## config.mk

```make
export PLATFORM = sky130hd
export DESIGN_NAME = dmx512_frame_receiver
export DESIGN_NICKNAME = d
export VERILOG_FILES = /design/src/design/dmx_pkg.sv /design/src/design/dmx_csr.sv /design/src/design/dmx_core.sv /design/src/design/dmx_out_buf.sv /design/src/design/dmx512_frame_receiver.sv
export VERILOG_INCLUDE_DIRS = /design/src /design/src/design
export SDC_FILE = /design/constraint.sdc
export NUM_CORES = 1
export LEC_CHECK = 0
export BUFFER_PORTS_ARGS = -buffer_cell sky130_fd_sc_hd__buf_2
export CAP_MARGIN = 15
export CORE_AREA = 2 2 107 109
export CTS_CLUSTER_SIZE = 28
export DETAILED_ROUTE_END_ITERATION = 8
export DIE_AREA = 0 0 109 111
export GPL_TIMING_DRIVEN = 0
export PLACE_DENSITY = 0.68
export SYNTH_ARGS = -nofsm -noshare
export SYNTH_HDL_FRONTEND = slang
export SYNTH_SLANG_ARGS = --single-unit
export TNS_END_PERCENT = 5
```

## constraint.sdc

```tcl
create_clock -name clock -period 8.9 [get_ports clock]
set_input_delay 1.78 -clock clock [delete_from_list [all_inputs] [get_ports clock]]
set_output_delay 1.78 -clock clock [all_outputs]
set_load 0.005 [all_outputs]
```

## src/design/dmx512_frame_receiver_defines.svh

```systemverilog
// ----------------------------------------------------------------------------
// DMX512 receiver assertion macros
// Shared concurrent assertion forms used by the receiver RTL.
// ----------------------------------------------------------------------------
`ifndef DMX512_FRAME_RECEIVER_DEFINES_SVH
`define DMX512_FRAME_RECEIVER_DEFINES_SVH

// Same-cycle implication, disabled while reset is high.
`define DMX_ASSERT_IMPLY(label, clk, rst, pre, post, msg) \
   label: assert property (@(posedge clk) disable iff (rst) (pre) |-> (post)) \
      else $error(msg);

// Next-cycle implication, disabled while reset is high.
`define DMX_ASSERT_NEXT(label, clk, rst, pre, post, msg) \
   label: assert property (@(posedge clk) disable iff (rst) (pre) |=> (post)) \
      else $error(msg);

`endif

```

## src/design/dmx_pkg.sv

```systemverilog
// ----------------------------------------------------------------------------
// DMX512 receiver package
// Types and constants shared by the receiver modules.
// ----------------------------------------------------------------------------
package dmx_pkg;

   // Receiver modes as reported on the result channel.
   typedef enum logic [2:0] {
      MODE_IDLE     = 3'd0,
      MODE_IN_BREAK = 3'd1,
      MODE_IN_DATA  = 3'd2,
      MODE_COMPLETE = 3'd3,
      MODE_ERROR    = 3'd4
   } mode_type;

   // Kinds of input item.
   localparam logic [1:0] ACT_BYTE = 2'd0;
   localparam logic [1:0] ACT_TICK = 2'd1;
   localparam logic [1:0] ACT_ARM  = 2'd2;

   // Field widths.
   localparam int ACTION_W  = 2;
   localparam int BYTE_W    = 8;
   localparam int INDEX_W   = 9;
   localparam int PERIOD_W  = 16;
   localparam int TIMEOUT_W = 17;

   // Stream packing widths.
   localparam int REQ_TDATA_W = 8;
   localparam int REQ_TUSER_W = 3;
   localparam int RSP_TDATA_W = 24;
   localparam int RSP_TUSER_W = 5;

   // Configuration port.
   localparam int CSR_ADDR_W = 3;
   localparam int CSR_DATA_W = 32;
   localparam logic REG_TIMEOUT_PERIOD = 1'b0;
   localparam logic [PERIOD_W-1:0] TIMEOUT_PERIOD_RESET = 16'hFFFF;

   // One result item.
   typedef struct packed {
      mode_type               state;
      logic                   slot_write;
      logic [INDEX_W-1:0]     slot_index;
      logic [BYTE_W-1:0]      slot_value;
      logic                   frame_done;
      logic                   timeout_error;
   } rsp_type;

endpackage

```

## src/design/dmx_csr.sv

```systemverilog
// ----------------------------------------------------------------------------
// DMX512 receiver register block
// APB-style access to the timeout period register.
// ----------------------------------------------------------------------------
module dmx_csr
   import dmx_pkg::*;
(
   input  logic                  clock,
   input  logic                  reset,
   input  logic                  csr_psel,
   input  logic                  csr_penable,
   input  logic                  csr_pwrite,
   input  logic [CSR_ADDR_W-1:0] csr_paddr,
   input  logic [CSR_DATA_W-1:0] csr_pwdata,
   output logic [CSR_DATA_W-1:0] csr_prdata,
   output logic                  csr_pready,
   output logic [PERIOD_W-1:0]   timeout_period
);

   logic [PERIOD_W-1:0] period_ff;
   logic [PERIOD_W-1:0] period_in;
   logic                reg_sel;
   logic                wr_en;

   // Register index is the word address; byte offset bits are ignored.
   assign reg_sel    = (csr_paddr[CSR_ADDR_W-1] == REG_TIMEOUT_PERIOD);
   assign csr_pready = 1'b1;
   assign wr_en      = csr_psel & csr_penable & csr_pwrite & csr_pready & reg_sel;

   // Next value of the period register.
   always_comb begin
      period_in = period_ff;
      if (wr_en) begin
         period_in = csr_pwdata[PERIOD_W-1:0];
      end
   end

   always_ff @(posedge clock) begin
      if (reset) begin
         period_ff <= TIMEOUT_PERIOD_RESET;
      end else begin
         period_ff <= period_in;
      end
   end

   // Read data, zero outside the register list.
   assign csr_prdata     = reg_sel ? {{(CSR_DATA_W-PERIOD_W){1'b0}}, period_ff}
                                   : '0;
   assign timeout_period = period_ff;

endmodule

```

## src/design/dmx_core.sv

```systemverilog
// ----------------------------------------------------------------------------
// DMX512 receiver core
// Receiver state machine, slot and timeout counters, result formation.
// ----------------------------------------------------------------------------
`include "dmx512_frame_receiver_defines.svh"

module dmx_core
   import dmx_pkg::*;
#(
   parameter int SLOT_COUNT = 512
)
(
   input  logic                clock,
   input  logic                reset,
   input  logic                push,
   input  logic [ACTION_W-1:0] action,
   input  logic [BYTE_W-1:0]   rx_byte,
   input  logic                framing_error,
   input  logic [PERIOD_W-1:0] timeout_period,
   output rsp_type             result
);

   localparam int CNT_W = $clog2(SLOT_COUNT + 1);

   mode_type                mode_ff;
   mode_type                mode_in;
   logic [CNT_W-1:0]        slot_cnt_ff;
   logic [CNT_W-1:0]        slot_cnt_in;
   logic [CNT_W-1:0]        slot_inc;
   logic [TIMEOUT_W-1:0]    tmo_cnt_ff;
   logic [TIMEOUT_W-1:0]    tmo_cnt_in;
   logic [TIMEOUT_W-1:0]    tmo_inc;

   assign slot_inc = slot_cnt_ff + CNT_W'(1);
   assign tmo_inc  = tmo_cnt_ff + TIMEOUT_W'(1);

   // State registers update once per accepted item.
   always_ff @(posedge clock) begin
      if (reset) begin
         mode_ff     <= MODE_COMPLETE;
         slot_cnt_ff <= '0;
         tmo_cnt_ff  <= '0;
      end else begin
         mode_ff     <= mode_in;
         slot_cnt_ff <= slot_cnt_in;
         tmo_cnt_ff  <= tmo_cnt_in;
      end
   end

   // Next state, counters and the result of the item on the input.
   always_comb begin
      mode_in              = mode_ff;
      slot_cnt_in          = slot_cnt_ff;
      tmo_cnt_in           = tmo_cnt_ff;
      result               = '0;
      result.state         = MODE_IDLE;
      if (push) begin
         unique case (action)
            ACT_ARM: begin
               mode_in = MODE_IDLE;
            end
            ACT_TICK: begin
               // Ticks only count during the data phase.
               if (mode_ff == MODE_IN_DATA) begin
                  tmo_cnt_in = tmo_inc;
                  if (tmo_inc > {1'b0, timeout_period}) begin
                     mode_in              = MODE_ERROR;
                     result.timeout_error = 1'b1;
                  end
               end
            end
            ACT_BYTE: begin
               unique case (mode_ff)
                  MODE_IDLE: begin
                     // A zero byte with a framing error marks a break.
                     if (framing_error && (rx_byte == '0)) begin
                        mode_in = MODE_IN_BREAK;
                     end
                  end
                  MODE_IN_BREAK: begin
                     // The first clean byte is the start code; it is dropped.
                     if (!framing_error) begin
                        mode_in     = MODE_IN_DATA;
                        slot_cnt_in = '0;
                        tmo_cnt_in  = '0;
                     end
                  end
                  MODE_IN_DATA: begin
                     result.slot_write = 1'b1;
                     result.slot_index = INDEX_W'(slot_cnt_ff);
                     result.slot_value = rx_byte;
                     slot_cnt_in       = slot_inc;
                     if (slot_inc >= CNT_W'(SLOT_COUNT)) begin
                        mode_in           = MODE_COMPLETE;
                        result.frame_done = 1'b1;
                     end
                  end
                  default: begin
                     // Bytes after the frame or after an error are ignored.
                  end
               endcase
            end
            default: begin
               // Unused action code leaves the state unchanged.
            end
         endcase
      end
      result.state = mode_in;
   end

   `DMX_ASSERT_IMPLY(a_done_is_complete, clock, reset,
      push && result.frame_done,
      result.slot_write && (mode_in == MODE_COMPLETE),
      "frame done without a last slot write")
   `DMX_ASSERT_IMPLY(a_tout_is_error, clock, reset,
      push && result.timeout_error,
      (mode_ff == MODE_IN_DATA) && (mode_in == MODE_ERROR),
      "timeout error outside the data phase")
   `DMX_ASSERT_NEXT(a_slot_advance, clock, reset,
      push && (action == ACT_BYTE) && (mode_ff == MODE_IN_DATA),
      slot_cnt_ff == $past(slot_cnt_ff) + CNT_W'(1),
      "slot counter did not advance on a data byte")
   `DMX_ASSERT_NEXT(a_arm_to_idle, clock, reset,
      push && (action == ACT_ARM),
      mode_ff == MODE_IDLE,
      "arm request did not return to idle")

endmodule

```

## src/design/dmx_out_buf.sv

```systemverilog
// ----------------------------------------------------------------------------
// DMX512 receiver output buffer
// Result register with a skid stage so input and output stall independently.
// ----------------------------------------------------------------------------
`include "dmx512_frame_receiver_defines.svh"

module dmx_out_buf
   import dmx_pkg::*;
(
   input  logic    clock,
   input  logic    reset,
   input  logic    push,
   input  rsp_type push_data,
   output logic    push_ready,
   output logic    out_valid,
   output rsp_type out_data,
   input  logic    out_ready
);

   logic    main_valid_ff;
   logic    main_valid_in;
   rsp_type main_ff;
   rsp_type main_in;
   logic    skid_valid_ff;
   logic    skid_valid_in;
   rsp_type skid_ff;
   rsp_type skid_in;
   logic    pop;

   assign pop        = main_valid_ff & out_ready;
   assign push_ready = !skid_valid_ff;
   assign out_valid  = main_valid_ff;
   assign out_data   = main_ff;

   // Refill the result register from the skid stage first, then the input.
   always_comb begin
      main_valid_in = main_valid_ff;
      main_in       = main_ff;
      skid_valid_in = skid_valid_ff;
      skid_in       = skid_ff;
      if (skid_valid_ff) begin
         if (pop) begin
            main_in       = skid_ff;
            skid_valid_in = 1'b0;
         end
      end else if (push) begin
         if (!main_valid_ff || pop) begin
            main_valid_in = 1'b1;
            main_in       = push_data;
         end else begin
            skid_valid_in = 1'b1;
            skid_in       = push_data;
         end
      end else if (pop) begin
         main_valid_in = 1'b0;
      end
   end

   always_ff @(posedge clock) begin
      if (reset) begin
         main_valid_ff <= 1'b0;
         skid_valid_ff <= 1'b0;
      end else begin
         main_valid_ff <= main_valid_in;
         skid_valid_ff <= skid_valid_in;
      end
   end

   always_ff @(posedge clock) begin
      main_ff <= main_in;
      skid_ff <= skid_in;
   end

   `DMX_ASSERT_IMPLY(a_skid_behind_main, clock, reset,
      skid_valid_ff, main_valid_ff,
      "skid stage holds a transfer while the result register is empty")
   `DMX_ASSERT_NEXT(a_skid_drains, clock, reset,
      skid_valid_ff && out_ready,
      !skid_valid_ff && (main_ff == $past(skid_ff)),
      "skid stage did not move into the result register")
   `DMX_ASSERT_NEXT(a_stall_fills_skid, clock, reset,
      push && main_valid_ff && !out_ready,
      skid_valid_ff,
      "stalled transfer was not kept in the skid stage")

endmodule

```

## src/design/dmx512_frame_receiver.sv

```systemverilog
// ----------------------------------------------------------------------------
// DMX512 frame receiver
// Turns a UART byte, tick and arm stream into DMX512 slot writes.
// ----------------------------------------------------------------------------
// Each request transfer carries one event: a received byte with its framing
// error flag, a timer tick, or an arm request. Every request produces exactly
// one response transfer with the receiver mode after the event and, for data
// bytes, the slot index and value. An arm request returns the receiver to idle;
// a zero byte with a framing error is taken as a break, the next clean byte is
// the start code and is dropped, and the following SLOT_COUNT bytes are slot
// writes, the last one flagged with rsp_tlast. Ticks during the data phase
// raise a timeout error once they exceed timeout_period. After reset the
// receiver reports complete and waits for an arm request. The block takes one
// request per clock cycle while req_tready is high: the state update is a
// single combinational pass into a result register, and a skid stage lets the
// request side take one more request while the response side stalls.
// ----------------------------------------------------------------------------
module dmx512_frame_receiver
   import dmx_pkg::*;
#(
   parameter int SLOT_COUNT = 512
)
(
   input  logic                   clock,
   input  logic                   reset,
   // Request stream.
   input  logic                   req_tvalid,
   output logic                   req_tready,
   input  logic [REQ_TDATA_W-1:0] req_tdata,  // [7:0] rx_byte
   input  logic [REQ_TUSER_W-1:0] req_tuser,  // [1:0] action, [2] framing_error
   // Response stream.
   output logic                   rsp_tvalid,
   input  logic                   rsp_tready,
   output logic [RSP_TDATA_W-1:0] rsp_tdata,  // [8:0] slot_index, [16:9] slot_value
   output logic                   rsp_tlast,  // frame_done
   output logic [RSP_TUSER_W-1:0] rsp_tuser,  // [2:0] receiver_state, [3] slot_write,
                                              // [4] timeout_error
   // Configuration port.
   input  logic                   csr_psel,
   input  logic                   csr_penable,
   input  logic                   csr_pwrite,
   input  logic [CSR_ADDR_W-1:0]  csr_paddr,
   input  logic [CSR_DATA_W-1:0]  csr_pwdata,
   output logic [CSR_DATA_W-1:0]  csr_prdata,
   output logic                   csr_pready
);

   logic [PERIOD_W-1:0] timeout_period;
   logic                push;
   rsp_type             core_result;
   rsp_type             out_result;

   assign push = req_tvalid & req_tready;

   // Register block.
   dmx_csr u_csr (
      .clock          (clock),
      .reset          (reset),
      .csr_psel       (csr_psel),
      .csr_penable    (csr_penable),
      .csr_pwrite     (csr_pwrite),
      .csr_paddr      (csr_paddr),
      .csr_pwdata     (csr_pwdata),
      .csr_prdata     (csr_prdata),
      .csr_pready     (csr_pready),
      .timeout_period (timeout_period)
   );

   // Receiver state machine.
   dmx_core #(
      .SLOT_COUNT (SLOT_COUNT)
   ) u_core (
      .clock          (clock),
      .reset          (reset),
      .push           (push),
      .action         (req_tuser[ACTION_W-1:0]),
      .rx_byte        (req_tdata[BYTE_W-1:0]),
      .framing_error  (req_tuser[ACTION_W]),
      .timeout_period (timeout_period),
      .result         (core_result)
   );

   // Result register and skid stage.
   dmx_out_buf u_out_buf (
      .clock      (clock),
      .reset      (reset),
      .push       (push),
      .push_data  (core_result),
      .push_ready (req_tready),
      .out_valid  (rsp_tvalid),
      .out_data   (out_result),
      .out_ready  (rsp_tready)
   );

   // Response packing.
   assign rsp_tdata = {{(RSP_TDATA_W-INDEX_W-BYTE_W){1'b0}},
                       out_result.slot_value, out_result.slot_index};
   assign rsp_tlast = out_result.frame_done;
   assign rsp_tuser = {out_result.timeout_error, out_result.slot_write,
                       out_result.state};

endmodule

```

==> metrics.txt <==
# TYPE chip_impl_metric gauge
chip_impl_info{name="hp-class",value="reg2reg"} 1
chip_impl_metric{name="critical_path_required",unit="ns"} 7.12
chip_impl_metric{name="syn_avg_cell_area",unit="sq um"} 9.97
chip_impl_info{name="tritoncts",value="done"} 1
chip_impl_metric{name="start_util",unit="%"} 43.8
chip_impl_metric{name="power_per_cell_area",unit="nW/um^2"} 161
chip_impl_metric{name="fmax",unit="MHz"} 222
chip_impl_metric{name="first_pass_iters",unit=""} 4
chip_impl_metric{name="antennaDiodeCount",unit=""} 0
chip_impl_metric{name="netlist_area",unit="sq um"} 4850
chip_impl_metric{name="crit_arrival",unit="ns"} 2.72
chip_impl_info{name="dominantRegCellSynth",value="sky130_fd_sc_hd__dfxtp_1"} 1
chip_impl_metric{name="detailroute.wirelength.met3",unit="um"} 549
chip_impl_metric{name="yosysWarningCount",unit=""} 0
chip_impl_metric{name="met2_wire_length",unit="um"} 5530
chip_impl_metric{name="std_cell_rows",unit=""} 39
chip_impl_metric{name="holdBufCountCts",unit=""} 0
chip_impl_info{name="worstReg2RegStart",value="u_core.tmo_cnt_ff[5]"} 1
chip_impl_metric{name="reg2reg_slack",unit="ns"} 5.23
chip_impl_metric{name="postLayoutCoreUtil",unit="%"} 52.6
chip_impl_metric{name="finalWorstPathRequiredPeriod",unit="ns"} 4.50
chip_impl_metric{name="post-cts-setup-buffers",unit=""} 0
chip_impl_metric{name="antenna_found_initial",unit=""} 0
chip_impl_metric{name="first_global_vias",unit=""} 3712
chip_impl_metric{name="worst_r2r_path_depth",unit=""} 10
chip_impl_metric{name="post-place-cells",unit=""} 728
chip_impl_metric{name="report.final.hold_viol_count",unit=""} 0
chip_impl_metric{name="total_power_after_layout",unit="uW"} 937
chip_impl_metric{name="timing_worst_slew_pin_value",unit="ns"} 1.01
chip_impl_info{name="timing.critical_path.from_type",value="input pin"} 1
chip_impl_metric{name="clock_skew",unit="ns"} 0.00264
chip_impl_metric{name="floorplan.die_area",unit="sq um"} 12100
chip_impl_metric{name="ys_seq_area_share",unit="%"} 48.2
chip_impl_metric{name="synth_cells",unit=""} 487
chip_impl_metric{name="max-vdd-ir-drop",unit="uV"} 76.8
chip_impl_metric{name="floorplan.die.width",unit="um"} 109
chip_impl_metric{name="period_share",unit="%"} 50.5
chip_impl_metric{name="final_net_count",unit=""} 667
chip_impl_metric{name="post_cts_clock_slew_at_the_launch_and_capture_registers_of_the_worst_setup_and_hold_paths",unit="ns"} 0.06
chip_impl_metric{name="routabilityCongestion",unit=""} 0.836
chip_impl_metric{name="p_leak",unit="nW"} 2.52
chip_impl_metric{name="cts-resized-gates",unit=""} 0
chip_impl_metric{name="post-dp-hpwl",unit="um"} 8230
chip_impl_metric{name="synthArstFlopShare",unit="%"} 0
chip_impl_metric{name="final.fill_count",unit=""} 1012
chip_impl_info{name="top_signal_layer_used",value="met4"} 1
chip_impl_metric{name="syn2layout_area_growth",unit="%"} 20.0
chip_impl_metric{name="number_of_buffer_cells_added_on_primary_ports",unit=""} 73
chip_impl_info{name="rsz0062_at_grt",value="false"} 1
chip_impl_metric{name="num_io_pins",unit=""} 118
chip_impl_metric{name="cts_buffers",unit=""} 9
chip_impl_metric{name="global_route_wire_length_before_repair",unit="um"} 17900
chip_impl_metric{name="finalSetupViolCount",unit=""} 0
chip_impl_info{name="result_of_the_run",value="completed"} 1
chip_impl_metric{name="grt-ovfl-total",unit=""} 0
chip_impl_metric{name="layoutNonFillerInstCount",unit=""} 744
chip_impl_metric{name="clock_path_buffers",unit=""} 2
chip_impl_info{name="endpoint_worst_hold",value="u_core.tmo_cnt_ff[16]"} 1
chip_impl_metric{name="crit_path_max_fanout",unit=""} 10
chip_impl_metric{name="maxSlewHeadroom",unit="%"} 32.1
chip_impl_metric{name="place_area",unit="sq um"} 5530
chip_impl_metric{name="floorplan.core_area",unit="sq um"} 11100
chip_impl_metric{name="drive_above_1_share",unit="%"} 24.8
chip_impl_info{name="critPathCaptureType",value="primary output"} 1
chip_impl_metric{name="routedWlPerCell",unit="um"} 14.8
chip_impl_metric{name="cts_max_level",unit=""} 3
chip_impl_info{name="hp-start",value="u_core.tmo_cnt_ff[16]"} 1
chip_impl_metric{name="post-route-drc-count",unit=""} 0
chip_impl_metric{name="multi_input_area",unit="sq um"} 2240
chip_impl_metric{name="starting_drt_drc_count",unit=""} 157
chip_impl_metric{name="seq_area",unit="sq um"} 2340
chip_impl_metric{name="route.layer.met1.wl",unit="um"} 4730
chip_impl_metric{name="fin_setup_tns",unit="ns"} 0
chip_impl_metric{name="holdWs",unit="ns"} 0.506
chip_impl_info{name="clk_root_buffer_cell",value="sky130_fd_sc_hd__clkbuf_16"} 1
chip_impl_metric{name="grt_start_max_net_pins",unit=""} 19
chip_impl_info{name="criticalPathCategory",value="in2out"} 1
chip_impl_metric{name="post-route-worst-setup-slack",unit="ns"} 4.40
chip_impl_metric{name="ant_nets",unit=""} 0
chip_impl_metric{name="clock-sinks",unit=""} 94
chip_impl_metric{name="finalWirelength",unit="um"} 11000
chip_impl_metric{name="insertion_delay",unit="ns"} 0.33
chip_impl_metric{name="dpl_worst_slack",unit="ns"} 4.41
chip_impl_metric{name="finish.instance_area",unit="sq um"} 5830
chip_impl_metric{name="vias_per_cell",unit=""} 5.24
chip_impl_metric{name="grtUsageTotal",unit="%"} 18.5
chip_impl_metric{name="final_max_slew_viol_count",unit=""} 0
chip_impl_metric{name="synth-edff-count",unit=""} 46
chip_impl_metric{name="ys_types",unit=""} 59
chip_impl_metric{name="drv.max_cap_violation_count",unit=""} 0
chip_impl_metric{name="synth-seq-cells",unit=""} 94
chip_impl_metric{name="holdPathStages",unit=""} 2
chip_impl_info{name="r2r_end",value="u_out_buf.out_data[0]"} 1
chip_impl_metric{name="die_y",unit="um"} 111
chip_impl_metric{name="via_count",unit=""} 3900
cells in the final DEF, fill, tap and decap left out, types with 3 or more instances in the layout:
master / netlist / routed
sky130_fd_sc_hd__clkbuf_1: 18 / 18
sky130_fd_sc_hd__mux2_2: 19 / 19
sky130_fd_sc_hd__clkbuf_8: 0 / 3
sky130_fd_sc_hd__nand2b_1: 5 / 5
sky130_fd_sc_hd__clkinv_4: 0 / 3
sky130_fd_sc_hd__edfxtp_1: 46 / 46
sky130_fd_sc_hd__xor2_1: 8 / 8
sky130_fd_sc_hd__a21oi_1: 23 / 23
sky130_fd_sc_hd__a211oi_1: 3 / 3
sky130_fd_sc_hd__o211ai_1: 16 / 16
sky130_fd_sc_hd__buf_6: 1 / 3
sky130_fd_sc_hd__ha_1: 18 / 18
sky130_fd_sc_hd__nand2_1: 33 / 33
sky130_fd_sc_hd__nor2_1: 43 / 43
sky130_fd_sc_hd__clkbuf_16: 0 / 9
sky130_fd_sc_hd__xnor2_1: 13 / 13
sky130_fd_sc_hd__and4_1: 4 / 4
sky130_fd_sc_hd__a22oi_1: 6 / 5
sky130_fd_sc_hd__buf_2: 3 / 76
sky130_fd_sc_hd__buf_4: 24 / 24
sky130_fd_sc_hd__a21o_1: 4 / 4
sky130_fd_sc_hd__and3_1: 4 / 4
sky130_fd_sc_hd__nor3_1: 9 / 9
sky130_fd_sc_hd__a31oi_1: 4 / 4
sky130_fd_sc_hd__conb_1: 2 / 24
sky130_fd_sc_hd__o21ai_0: 18 / 18
sky130_fd_sc_hd__inv_1: 22 / 22
sky130_fd_sc_hd__nor4_1: 4 / 4
sky130_fd_sc_hd__nand3b_1: 4 / 4
sky130_fd_sc_hd__nand4_1: 16 / 16
sky130_fd_sc_hd__or3_1: 6 / 6
sky130_fd_sc_hd__and2_1: 18 / 18
sky130_fd_sc_hd__dfxtp_1: 48 / 48
sky130_fd_sc_hd__nand3_1: 10 / 10
routing by layer:
layer	up-vias	GRT usage, %
li1	1931	-
met1	1845	23.3
met2	107	31.3
met3	17	4.35
met4	0	5.47
met5	-	0
where the power goes:
part           internal (mW)  switching [mW]  total, mW
sequential             0.470         0.00520      0.476
combinational         0.0400          0.0488     0.0888
clock                  0.213           0.160      0.372
total                  0.723           0.214      0.937
worst max-delay path: stages:
cell	delay, ns
sky130_fd_sc_hd__clkbuf_1	0.27
sky130_fd_sc_hd__clkbuf_1	0.41
sky130_fd_sc_hd__nor2_1	0.11
sky130_fd_sc_hd__buf_2	0.15
cells in the mapped netlist, types with 2 or more instances:
master	n	area, sq um
sky130_fd_sc_hd__a211o_1	2	17.5
sky130_fd_sc_hd__a211oi_1	3	22.5
sky130_fd_sc_hd__a21o_1	4	30.0
sky130_fd_sc_hd__a21oi_1	23	115
sky130_fd_sc_hd__a22oi_1	6	45.0
sky130_fd_sc_hd__a31oi_1	4	25.0
sky130_fd_sc_hd__and2_1	18	113
sky130_fd_sc_hd__and3_1	4	25.0
sky130_fd_sc_hd__and4_1	4	35.0
sky130_fd_sc_hd__buf_2	3	15.0
sky130_fd_sc_hd__buf_4	24	180
sky130_fd_sc_hd__clkbuf_1	18	67.6
sky130_fd_sc_hd__conb_1	2	7.51
sky130_fd_sc_hd__dfxtp_1	48	961
sky130_fd_sc_hd__edfxtp_1	46	1380
sky130_fd_sc_hd__ha_1	18	225
sky130_fd_sc_hd__inv_1	22	82.6
sky130_fd_sc_hd__mux2_2	19	214
sky130_fd_sc_hd__nand2_1	33	124
sky130_fd_sc_hd__nand2b_1	5	31.3
sky130_fd_sc_hd__nand3_1	10	50.1
sky130_fd_sc_hd__nand3b_1	4	30.0
sky130_fd_sc_hd__nand4_1	16	100
sky130_fd_sc_hd__nor2_1	43	161
sky130_fd_sc_hd__nor3_1	9	45.0
sky130_fd_sc_hd__nor3b_1	3	22.5
sky130_fd_sc_hd__nor4_1	4	25.0
sky130_fd_sc_hd__nor4b_1	2	17.5
sky130_fd_sc_hd__o211ai_1	16	120
sky130_fd_sc_hd__o21ai_0	18	90.1
sky130_fd_sc_hd__o31ai_1	2	15.0
sky130_fd_sc_hd__or3_1	6	37.5
sky130_fd_sc_hd__or3b_4	2	22.5
sky130_fd_sc_hd__or4_1	2	15.0
sky130_fd_sc_hd__xnor2_1	13	114
sky130_fd_sc_hd__xor2_1	8	70.1
final cells by class:
cell class | count | area share [%]
plain buffers | 48 | 4.85
clock buffers | 12 | 4.57
clock inverters | 4 | 0.515
inverters | 23 | 1.48
multi-input cells | 344 | 38.4
flip-flops and latches | 94 | 40.2
well taps | 143 | 3.07
repair buffers | 76 | 6.92
cells by family (layout without fill, tap and decap cells):
group	after synthesis	count (layout)	synth area share, %
fa+ha+maj	18	18	4.64
flops	94	94	48.2
xor+xnor	21	21	3.79
compound gates	90	90	12.3
simple gates	171	171	18.6
buf+inv	71	163	7.60
other cells	2	24	0.155
mux	20	20	4.61
state kept, by name (all words and copies together) (netlist names):
| register | flops |
|---|---|
| u_out_buf.out_valid | 1 |
| u_core.tmo_cnt_ff | 17 |
| u_core.mode_ff | 3 |
| u_out_buf.out_data | 23 |
| u_csr.timeout_period | 16 |
| u_out_buf.skid_valid_ff | 1 |
| u_out_buf.skid_ff | 23 |
| u_core.slot_cnt_ff | 10 |
worst max-delay path by stage:
| stage | cells past startpoint | start | slack [ns] | to |
|---|---|---|---|---|
| finish | 4 | csr_paddr[2] | 4.40 | csr_prdata[8] |
| global route | 4 | csr_paddr[2] | 4.27 | csr_prdata[8] |
| CTS | 4 | csr_paddr[2] | 4.40 | csr_prdata[8] |
| detailed placement | 4 | csr_paddr[2] | 4.41 | csr_prdata[8] |
| global placement | 3 | req_tvalid | 3.55 | u_out_buf.skid_ff[14] |
| floorplan | 3 | csr_paddr[2] | 4.76 | csr_prdata[10] |
No activity file was read; power rests on OpenSTA's default activity.
